<file path="config.mk">
export PLATFORM = sky130hd
export DESIGN_NAME = key_auto_repeat
export DESIGN_NICKNAME = d
export VERILOG_FILES = /design/src/rtl/kar_pkg.sv /design/src/rtl/key_auto_repeat.sv
export SDC_FILE = /design/constraint.sdc
export NUM_CORES = 1
export LEC_CHECK = 0
export BUFFER_PORTS_ARGS = -buffer_cell sky130_fd_sc_hd__clkbuf_2
export CORE_ASPECT_RATIO = 2
export CORE_MARGIN = 8
export CORE_UTILIZATION = 29
export DETAILED_ROUTE_END_ITERATION = 10
export GPL_ROUTABILITY_DRIVEN = 0
export HOLD_SLACK_MARGIN = 0.12
export PLACE_DENSITY = 0.44
export SLEW_MARGIN = 20
export SYNTH_ARGS = -nofsm -noshare
export SYNTH_HDL_FRONTEND = slang
export SYNTH_SLANG_ARGS = --single-unit
</file>
<file path="constraint.sdc">
create_clock -name clk -period 5.5 [get_ports clk]
set_input_delay 0.825 -clock clk [delete_from_list [all_inputs] [get_ports clk]]
set_output_delay 0.825 -clock clk [all_outputs]
set_load 0.02 [all_outputs]
</file>
<file path="src/rtl/kar_pkg.sv">
// kar_pkg: shared widths, codes and reset values for the key auto-repeat block.
// No dependencies; imported by key_auto_repeat.
package kar_pkg;

    localparam int KAR_W         = 16;  // width of masks, counters and registers
    localparam int KAR_KEY_BITS  = 16;  // default number of key lines
    localparam int KAR_CFG_IDX_W = 3;

    // configuration register indexes
    localparam logic [KAR_CFG_IDX_W-1:0] CFG_REPEAT_TICKS    = 3'd0;
    localparam logic [KAR_CFG_IDX_W-1:0] CFG_DELAY_TICKS     = 3'd1;
    localparam logic [KAR_CFG_IDX_W-1:0] CFG_SETTLE_TICKS    = 3'd2;
    localparam logic [KAR_CFG_IDX_W-1:0] CFG_REPEAT_KEY_MASK = 3'd3;
    localparam logic [KAR_CFG_IDX_W-1:0] CFG_CLOCK_PERIOD    = 3'd4;

    // reset values
    localparam logic [KAR_W-1:0] RST_REPEAT_TICKS    = 16'd25;
    localparam logic [KAR_W-1:0] RST_DELAY_TICKS     = 16'd500;
    localparam logic [KAR_W-1:0] RST_SETTLE_TICKS    = 16'd5;
    localparam logic [KAR_W-1:0] RST_REPEAT_KEY_MASK = 16'd15;
    localparam logic [KAR_W-1:0] RST_CLOCK_PERIOD    = 16'd1000;

    // input item kinds
    localparam logic OP_TICK = 1'b0;
    localparam logic OP_SCAN = 1'b1;

    // result item kinds
    localparam logic EVT_BUTTON = 1'b0;
    localparam logic EVT_CLOCK  = 1'b1;

endpackage

</file>
<file path="src/rtl/key_auto_repeat.sv">
// key_auto_repeat: button auto-repeat engine with millisecond clock divider.
// Depends on kar_pkg for widths, codes and reset values.
//
// Usage:
//   Input stream s_axis: one item per tick or key scan. tuser carries the
//   kind (tick or scan), tdata the pressed-key mask (ignored on a tick).
//   Output stream m_axis: zero or one item per input item. tuser carries the
//   event kind (button change or clock), tdata the changed keys and the new
//   held mask; a clock event carries zero masks.
//   Configuration: cfg_we/cfg_index/cfg_data write one 16-bit register per
//   cycle; write only while no item is in flight.
// Timing:
//   An accepted item lands in an input register and is evaluated there once
//   the output register is free or being taken; the result goes into the
//   output register (m_axis_tvalid). One item per cycle is sustained while
//   m_axis_tready is high; the input register directly feeds the output one.
// Reset: all counters, the held mask and the repeat flag clear; registers
//   take their default values. When the receiver stalls, the output register
//   holds its item and the input register still takes one more item before
//   s_axis_tready drops.
module key_auto_repeat
    import kar_pkg::*;
#(
    parameter int KEY_BITS = KAR_KEY_BITS
)
(
    input  logic                     clk,
    input  logic                     rst_n,
    // slave side
    input  logic                     s_axis_tvalid,
    output logic                     s_axis_tready,
    input  logic [KAR_W-1:0]         s_axis_tdata,   // [15:0] pressed_keys
    input  logic [0:0]               s_axis_tuser,   // [0] op
    // master side
    output logic                     m_axis_tvalid,
    input  logic                     m_axis_tready,
    output logic [2*KAR_W-1:0]       m_axis_tdata,   // [15:0] changed_keys, [31:16] held_keys
    output logic [0:0]               m_axis_tuser,   // [0] event_kind
    // configuration
    input  logic                     cfg_we,
    input  logic [KAR_CFG_IDX_W-1:0] cfg_index,
    input  logic [KAR_W-1:0]         cfg_data
);

    localparam int KeyBitsLim = (KEY_BITS >= KAR_W) ? KAR_W : KEY_BITS;
    localparam logic [KAR_W-1:0] KeyMask =
        (KEY_BITS >= KAR_W) ? {KAR_W{1'b1}} : KAR_W'((32'd1 << KeyBitsLim) - 32'd1);

    // configuration registers
    logic [KAR_W-1:0] repeat_ticks_reg;
    logic [KAR_W-1:0] delay_ticks_reg;
    logic [KAR_W-1:0] settle_ticks_reg;
    logic [KAR_W-1:0] repeat_key_mask_reg;
    logic [KAR_W-1:0] clock_period_reg;

    // engine state
    logic [KAR_W-1:0] tick_count_reg,  tick_count_next;
    logic [KAR_W-1:0] divider_reg,     divider_next;
    logic [KAR_W-1:0] last_event_reg,  last_event_next;
    logic [KAR_W-1:0] held_mask_reg,   held_mask_next;
    logic             repeating_reg,   repeating_next;

    // input register
    logic             in_valid_reg;
    logic             in_op_reg;
    logic [KAR_W-1:0] in_keys_reg;

    // output register
    logic             out_valid_reg;
    logic             out_kind_reg;
    logic [KAR_W-1:0] out_changed_reg;
    logic [KAR_W-1:0] out_held_reg;

    logic             res_valid;
    logic             res_kind;
    logic [KAR_W-1:0] res_changed;
    logic [KAR_W-1:0] res_held;

    logic             advance;
    logic [KAR_W:0]   div_inc;
    logic [KAR_W-1:0] period_eff;
    logic [KAR_W-1:0] now_mask;
    logic [KAR_W-1:0] send_mask;
    logic [KAR_W-1:0] elapsed;
    logic             due;
    logic             rep_after;

    assign advance       = in_valid_reg && (!out_valid_reg || m_axis_tready);
    assign s_axis_tready = !in_valid_reg || advance;

    assign m_axis_tvalid = out_valid_reg;
    assign m_axis_tuser  = out_kind_reg;
    assign m_axis_tdata  = {out_held_reg, out_changed_reg};

    always_comb
    begin
        div_inc    = {1'b0, divider_reg} + {{KAR_W{1'b0}}, 1'b1};
        period_eff = (clock_period_reg == '0) ? KAR_W'(1) : clock_period_reg;
        now_mask   = in_keys_reg & KeyMask;
        send_mask  = (now_mask ^ held_mask_reg) | (now_mask & repeat_key_mask_reg);
        elapsed    = tick_count_reg - last_event_reg;

        if (now_mask == held_mask_reg)
        begin
            // same mask: first repeat after the delay, then at the repeat rate
            due       = repeating_reg ? (elapsed > repeat_ticks_reg)
                                      : (elapsed > delay_ticks_reg);
            rep_after = 1'b1;
        end
        else
        begin
            due       = elapsed > settle_ticks_reg;
            rep_after = 1'b0;
        end

        tick_count_next = tick_count_reg;
        divider_next    = divider_reg;
        last_event_next = last_event_reg;
        held_mask_next  = held_mask_reg;
        repeating_next  = repeating_reg;
        res_valid       = 1'b0;
        res_kind        = EVT_BUTTON;
        res_changed     = '0;
        res_held        = '0;

        if (in_op_reg == OP_TICK)
        begin
            tick_count_next = tick_count_reg + KAR_W'(1);
            if (div_inc >= {1'b0, period_eff})
            begin
                divider_next = '0;
                res_valid    = 1'b1;
                res_kind     = EVT_CLOCK;
            end
            else
            begin
                divider_next = div_inc[KAR_W-1:0];
            end
        end
        else if (due && send_mask != '0)
        begin
            repeating_next  = rep_after;
            last_event_next = tick_count_reg;
            held_mask_next  = now_mask;
            res_valid       = 1'b1;
            res_kind        = EVT_BUTTON;
            res_changed     = send_mask;
            res_held        = now_mask;
        end
    end

    always_ff @(posedge clk or negedge rst_n)
    begin
        if (!rst_n)
        begin
            repeat_ticks_reg    <= RST_REPEAT_TICKS;
            delay_ticks_reg     <= RST_DELAY_TICKS;
            settle_ticks_reg    <= RST_SETTLE_TICKS;
            repeat_key_mask_reg <= RST_REPEAT_KEY_MASK;
            clock_period_reg    <= RST_CLOCK_PERIOD;
        end
        else if (cfg_we)
        begin
            unique case (cfg_index)
                CFG_REPEAT_TICKS:    repeat_ticks_reg    <= cfg_data;
                CFG_DELAY_TICKS:     delay_ticks_reg     <= cfg_data;
                CFG_SETTLE_TICKS:    settle_ticks_reg    <= cfg_data;
                CFG_REPEAT_KEY_MASK: repeat_key_mask_reg <= cfg_data;
                CFG_CLOCK_PERIOD:    clock_period_reg    <= cfg_data;
                default:             ;
            endcase
        end
    end

    always_ff @(posedge clk or negedge rst_n)
    begin
        if (!rst_n)
        begin
            tick_count_reg <= '0;
            divider_reg    <= '0;
            last_event_reg <= '0;
            held_mask_reg  <= '0;
            repeating_reg  <= 1'b0;
            in_valid_reg   <= 1'b0;
            out_valid_reg  <= 1'b0;
        end
        else
        begin
            if (s_axis_tready)
            begin
                in_valid_reg <= s_axis_tvalid;
            end

            if (advance)
            begin
                tick_count_reg <= tick_count_next;
                divider_reg    <= divider_next;
                last_event_reg <= last_event_next;
                held_mask_reg  <= held_mask_next;
                repeating_reg  <= repeating_next;
                out_valid_reg  <= res_valid;
            end
            else if (m_axis_tready)
            begin
                out_valid_reg <= 1'b0;
            end
        end
    end

    // payload registers
    always_ff @(posedge clk)
    begin
        if (s_axis_tready && s_axis_tvalid)
        begin
            in_op_reg   <= s_axis_tuser[0];
            in_keys_reg <= s_axis_tdata;
        end
        if (advance && res_valid)
        begin
            out_kind_reg    <= res_kind;
            out_changed_reg <= res_changed;
            out_held_reg    <= res_held;
        end
    end

endmodule
</file>
==> impl_metrics.env, run 1 <==
export IMPL_cts_root_buffer_cell="clkbuf_16"
export IMPL_post_route_min_period_ns=5.101
export IMPL_core_area_um2=35440
export IMPL_cts_hold_buf=0
export IMPL_cts_buffers=17
export IMPL_path_class="register to register"
export IMPL_synth_flop_cell="dfrtp_1"
export IMPL_rows=98
export IMPL_mappedNetlistNets=1098
export IMPL_vias=7198
export IMPL_power_density_nw_per_um2=589.1
export IMPL_timing_rr_end="out_held_reg[5]"
export IMPL_peakVddDrop_uv=321.3
export IMPL_drt_iter0_drc=316
export IMPL_clk_pin_slew_ns=0.07
export IMPL_reg2reg_slack_ns=0.40
export IMPL_drive_above_1_share=0.2106
export IMPL_dr_pass1_iters=5
export IMPL_grt_pass1_wl_mm=42.70
export IMPL_final_util=0.3374
export IMPL_routed_wl_mm=26.99
export IMPL_grtUsageTotal=0.1328
export IMPL_dp_hpwl_mm=20.84
export IMPL_critPathLaunchType="register"
export IMPL_syn_to_final_growth_pct=15.58
export IMPL_top_level_ports=76
export IMPL_start_util=0.2919
export IMPL_cts_sinks=197
export IMPL_status="completed"
export IMPL_clk_latency_ns=0.45
export IMPL_finalSetupTns_ns=0
export IMPL_cp_data_required_time_ns=5.62
export IMPL_drc=0
export IMPL_max_cap_violations=0
export IMPL_ys_types=59
export IMPL_viasPerCell=4.726
export IMPL_final_nets=1183
export IMPL_grt_ovfl_total=0
export IMPL_grt_start_max_net_pins=62
export IMPL_async_reset_ff_frac=0.7462
export IMPL_cp_end_kind="register"
export IMPL_rsz0062_at_grt="false"
export IMPL_yosysTopAreaCellShare=0.3048
export IMPL_drv_slew=0
export IMPL_synth_most_common_cell="dfrtp_1"
export IMPL_tightest_slew_ns=0.9332
export IMPL_netlist_area_um2=10340
export IMPL_yosys_area_top_type="dfrtp_1"
export IMPL_post_cts_setup_buffers=0
export IMPL_yosysWarningCount=0
export IMPL_ys_top_cells_by_count="dfrtp_1, nand2_1, o21ai_0, inv_1, ha_1"
export IMPL_finClkSkew_ns=0.01013
export IMPL_arrival_ns=5.22
export IMPL_ctsResizeCount=0
export IMPL_slew_headroom=0.3778
export IMPL_portBuffers=75
export IMPL_r2r_start="tick_count_reg[0]"
export IMPL_finalHoldViolations=0
export IMPL_critPathMaxFanout=33
export IMPL_antenna_found_initial=0
export IMPL_reg2regPathDepth=18
export IMPL_dieArea_um2=42330
export IMPL_fin_crit_sh=0.9274
export IMPL_dieWidth_um=149.5
export IMPL_drtAntennaViolNets=0
export IMPL_hp_class="input port to asynchronous set/reset pin"
export IMPL_syn_inst=975
export IMPL_antennaDiodeCount=0
export IMPL_synth_area_top_cells="dfrtp_1, edfxtp_1, ha_1"
export IMPL_cts_tree="built"
export IMPL_leakage_uw=0.005286
export IMPL_setup_viol=0
export IMPL_htreeDepth=4
export IMPL_fmax_mhz=196.1
export IMPL_synth_edff_count=50
export IMPL_grt_pass1_vias=7470
export IMPL_wl_per_cell_um=17.72
export IMPL_syn_avg_cell_area_um2=10.61
export IMPL_synth_seq_cells=197
export IMPL_nFillCells=3592
export IMPL_cts_buffer_depth=2
export IMPL_die_y_um=283.1
export IMPL_seq_area_frac_synth=0.5033
[worst max-delay path by stage]
stage	startpoint	endpoint	slack, ns	cells past startpoint
after CTS	tick_count_reg[0]	out_held_reg[13]	0.19	18
after detailed placement	tick_count_reg[0]	out_held_reg[13]	0.23	18
after floorplan	tick_count_reg[0]	m_axis_tuser	0.26	18
final	tick_count_reg[0]	out_held_reg[5]	0.40	18
after global placement	tick_count_reg[1]	out_held_reg[13]	0.37	17
after global routing	tick_count_reg[0]	out_held_reg[11]	0.07	18
[critical path: stages, from the launching register on]
cell and delay (ns):
dfrtp_1 0.41, inv_1 0.09, ha_1 0.23, fa_1 0.41
nor2b_1 0.18, o31a_1 0.19, o211ai_1 0.12, a21o_1 0.20
a31oi_1 0.28, o211ai_1 0.23, ha_1 0.35, nand3_1 0.11
or4_1 0.55, a21oi_1 0.14, a211oi_1 0.08, o221a_4 0.28
or3_1 0.41, o22ai_4 0.17, buf_6 0.32
[cells by family (layout without fill, tap and decap cells)]
logic type               Yosys count  count (layout)  synth area share
XOR/XNOR                          40              40           0.03387
flip-flops                       197             197            0.5033
adder cells (fa/ha/maj)           82              82           0.09992
AND/OR/NAND/NOR                  298             298            0.1416
AO/OA/AOI/OAI                    194             194            0.1113
multiplexers                      53              53           0.06726
buffers and inverters            111             209           0.04270
[metal layers]
metal | GRT usage | up-vias | routed length [um]
met5 | 0 | - | 0
met3 | 0.02603 | 22 | 913
li1 | - | 3578 | -
met1 | 0.1601 | 3499 | 11720
met2 | 0.2290 | 99 | 13830
met4 | 0.04466 | 0 | 514
[final cells by class]
type	instances	area (um2)	area share
clock buffers	18	429.2	0.03590
clock inverters	14	197.7	0.01654
inverters	88	330.3	0.02763
multi-input cells	667	4726	0.3953
flip-flops and latches	197	5206	0.4355
well taps	450	563.0	0.04710
repair buffers	89	503.0	0.04207
[per-stage QoR]
| stage | instances | hold slack, ns | setup slack, ns | instance area [um2] | power [uW] |
|---|---|---|---|---|---|
| 4_1_cts | 1523 | 0.3347 | 0.1921 | 11950 | 7161 |
| 3_3_place_gp | 1491 | 0.4911 | 0.3658 | 11320 | 5687 |
| 3_5_place_dp | 1491 | 0.4884 | 0.2343 | 11320 | 5772 |
| 6_report | 1523 | 0.3468 | 0.3993 | 11960 | 7043 |
| 5_1_grt | 1523 | 0.3748 | 0.07392 | 11960 | 7656 |
| 2_1_floorplan | 975 | 0.4725 | 0.2552 | 10350 | 4702 |
[cell usage in the layout (no fill, tap or decap), drive strengths merged, types with 20 or more instances in the layout]
| master | n |
|---|---|
| ha | 81 |
| nand3 | 20 |
| mux2 | 51 |
| inv | 92 |
| clkbuf | 92 |
| dfrtp | 126 |
| o21ai | 106 |
| nor2 | 41 |
| edfxtp | 50 |
| xnor2 | 30 |
| dfstp | 21 |
| nand2 | 121 |
| a21oi | 30 |
[where the power goes]
part | internal (uW) | total [uW] | switching (uW)
logic | 1450 | 3510 | 2060
registers | 1980 | 2190 | 209
clock network | 767 | 1340 | 573
total | 4200 | 7040 | 2850
(Power assumes the default switching activity.)
==> run 2, diff against run 1 <==
==> constraint.sdc (replaced) <==
create_clock -name clk -period 5.5 [get_ports clk]
set_input_delay 0 -clock clk [delete_from_list [all_inputs] [get_ports clk]]
set_output_delay 0 -clock clk [all_outputs]
set_load 0.02 [all_outputs]
==> run 2 against run 1 <==
Effect of this change:
- clock power fell by 4%
- via count rose by 1.3%
- power fell by 0.13%
- clock-buffer cell count rose by 3
- register-to-register slack barely moved
- sequential share of layout area fell by 1.2 points
- largest power group unchanged
- utilization rose by 0.99 points
- largest cell class unchanged
- non-clock buffer count rose by 38
- final cell count rose by 2.5%
- critical path depth did not move
- die area did not move
- maximum frequency fell by 0.20%
==> impl_metrics.env, run 2 (same netlist as run 1, synthesis figures left out) <==
export IMPL_clk_pin_slew_ns=0.08
export IMPL_finalHoldViolations=0
export IMPL_critPathLaunchType="register"
export IMPL_layout_cells_non_filler=1561
export IMPL_top_level_ports=76
export IMPL_drv_slew=0
export IMPL_cts_root_buffer_cell="clkbuf_16"
export IMPL_portBuffers=75
export IMPL_max_stage_delay_ns=0.54
export IMPL_critPathMaxFanout=33
export IMPL_rsz0062_at_grt="false"
export IMPL_grt_pass1_vias=7764
export IMPL_layout_common_cells="dfrtp_1, nand2_1, o21ai_0, inv_1, ha_1"
export IMPL_drive_above_1_share=0.2016
export IMPL_leakage_uw=0.005435
export IMPL_fmax_mhz=195.7
export IMPL_path_class="register to register"
export IMPL_wl_met3_um=858
export IMPL_cts_buffers=17
export IMPL_arrival_ns=5.23
export IMPL_wl_per_cell_um=17.61
export IMPL_syn_to_final_growth_pct=18.98
export IMPL_numPlacedInstances=1490
export IMPL_dp_hpwl_mm=20.77
export IMPL_dr_pass1_iters=5
export IMPL_fin_crit_sh=0.9292
export IMPL_wl_met1_mm=12.01
export IMPL_htreeDepth=4
export IMPL_power_density_nw_per_um2=571.5
export IMPL_final_nets=1221
export IMPL_die_y_um=283.1
export IMPL_antenna_found_initial=0
export IMPL_cts_buffer_depth=2
export IMPL_slew_headroom=0.3815
export IMPL_reg2regPathDepth=18
export IMPL_viasPerCell=4.671
export IMPL_peakVddDrop_uv=306.5
export IMPL_core_area_um2=35440
export IMPL_grt_pass1_wl_mm=43.77
export IMPL_finClkSkew_ns=0.01712
export IMPL_setup_viol=0
export IMPL_cts_tree="built"
export IMPL_antennaDiodeCount=0
export IMPL_wl_met2_mm=13.98
export IMPL_routed_wl_mm=27.50
export IMPL_max_cap_violations=0
export IMPL_cp_cell_sequence="inv_1 > ha_1 > fa_1 > nor2b_1 > o31a_1 > o211ai_1 > a21o_1 > a31oi_1 > o211ai_1 > ha_1 > nand3_1 > or4_1 > a21oi_1 > a211oi_1 > o221a_4 > or3_1 > o22ai_4 > buf_6"
export IMPL_drc=0
export IMPL_top_layer="met4"
export IMPL_grt_start_max_net_pins=94
export IMPL_rows=98
export IMPL_final_common_cell="dfrtp_1"
export IMPL_drtAntennaViolNets=0
export IMPL_status="completed"
export IMPL_hp_class="input port to asynchronous set/reset pin"
export IMPL_cp_slowest_cell="or4_1"
export IMPL_cp_end_kind="register"
export IMPL_tightest_slew_ns=0.9277
export IMPL_dieArea_um2=42330
export IMPL_dieWidth_um=149.5
export IMPL_drt_iter0_drc=351
export IMPL_grtUsageTotal=0.1356
export IMPL_cp_data_required_time_ns=5.62
export IMPL_cts_sinks=197
export IMPL_grt_ovfl_total=0
export IMPL_start_util=0.2919
export IMPL_clk_latency_ns=0.46
export IMPL_finalSetupTns_ns=0
export IMPL_post_route_min_period_ns=5.111
export IMPL_vias=7291
run 2: metal layers:
| layer | vias to the layer above | GRT usage |
|---|---|---|
| met4 | 0 | 0.05176 |
| met5 | - | 0 |
| met3 | 26 | 0.02427 |
| met1 | 3521 | 0.1645 |
| li1 | 3646 | - |
| met2 | 98 | 0.2316 |
run 2: power by group:
part	switching, uW	leakage, uW	total (uW)	internal [uW]
clock	574	0.000288	1290	721
combinational	2080	0.00288	3550	1470
sequential	210	0.00227	2190	1980
run 2: worst paths after layout:
check	from	to	slack, ns
max reg2reg	tick_count_reg[0]	out_held_reg[11]	0.39
min	rst_n	held_mask_reg[8]	0.15
max in group asynchronous	rst_n	divider_reg[14]	4.00
max	tick_count_reg[0]	out_held_reg[11]	0.39
min in group clk	cfg_index[0]	settle_ticks_reg[2]	0.15
min reg2reg	repeat_key_mask_reg[4]	repeat_key_mask_reg[4]	0.50
run 2: cell type report:
type,instances,area [um2]
clock buffers,21,440.4
clock inverters,11,150.1
fillers,3557,23130
inverters,88,330.3
multi-input cells,667,4731
flip-flops and latches,197,5206
well taps,450,563.0
repair buffers,127,885.9
run 2: repair_timing:
item                                   CTS  global route
hold buffers                            39             0
setup buffers                            0             0
setup endpoints to repair                0            62
gates resized for setup                  0             3
endpoints found under the hold margin  186             0
run 2: worst max-delay path: cells and delay by family (launching register included):
kind	cells	cell delay (ns)
compound gates	9	1.73
simple gates	4	1.22
fa+ha+maj	3	1.00
flops	1	0.42
buf+inv	2	0.41
run 2: metrics by stage:
step	hold slack (ns)	setup slack, ns	area, um2	utilization	power [uW]
global route	0.1931	0.03034	12310	0.3473	7649
detailed placement	0.1469	0.2453	11320	0.3193	5764
floorplan	-0.2956	0.2552	10350	-	4702
finish	0.1480	0.3892	12310	0.3473	7034
global placement	0.1457	0.3665	11320	0.3193	5687
CTS	0.1318	0.2426	12300	0.3470	7118
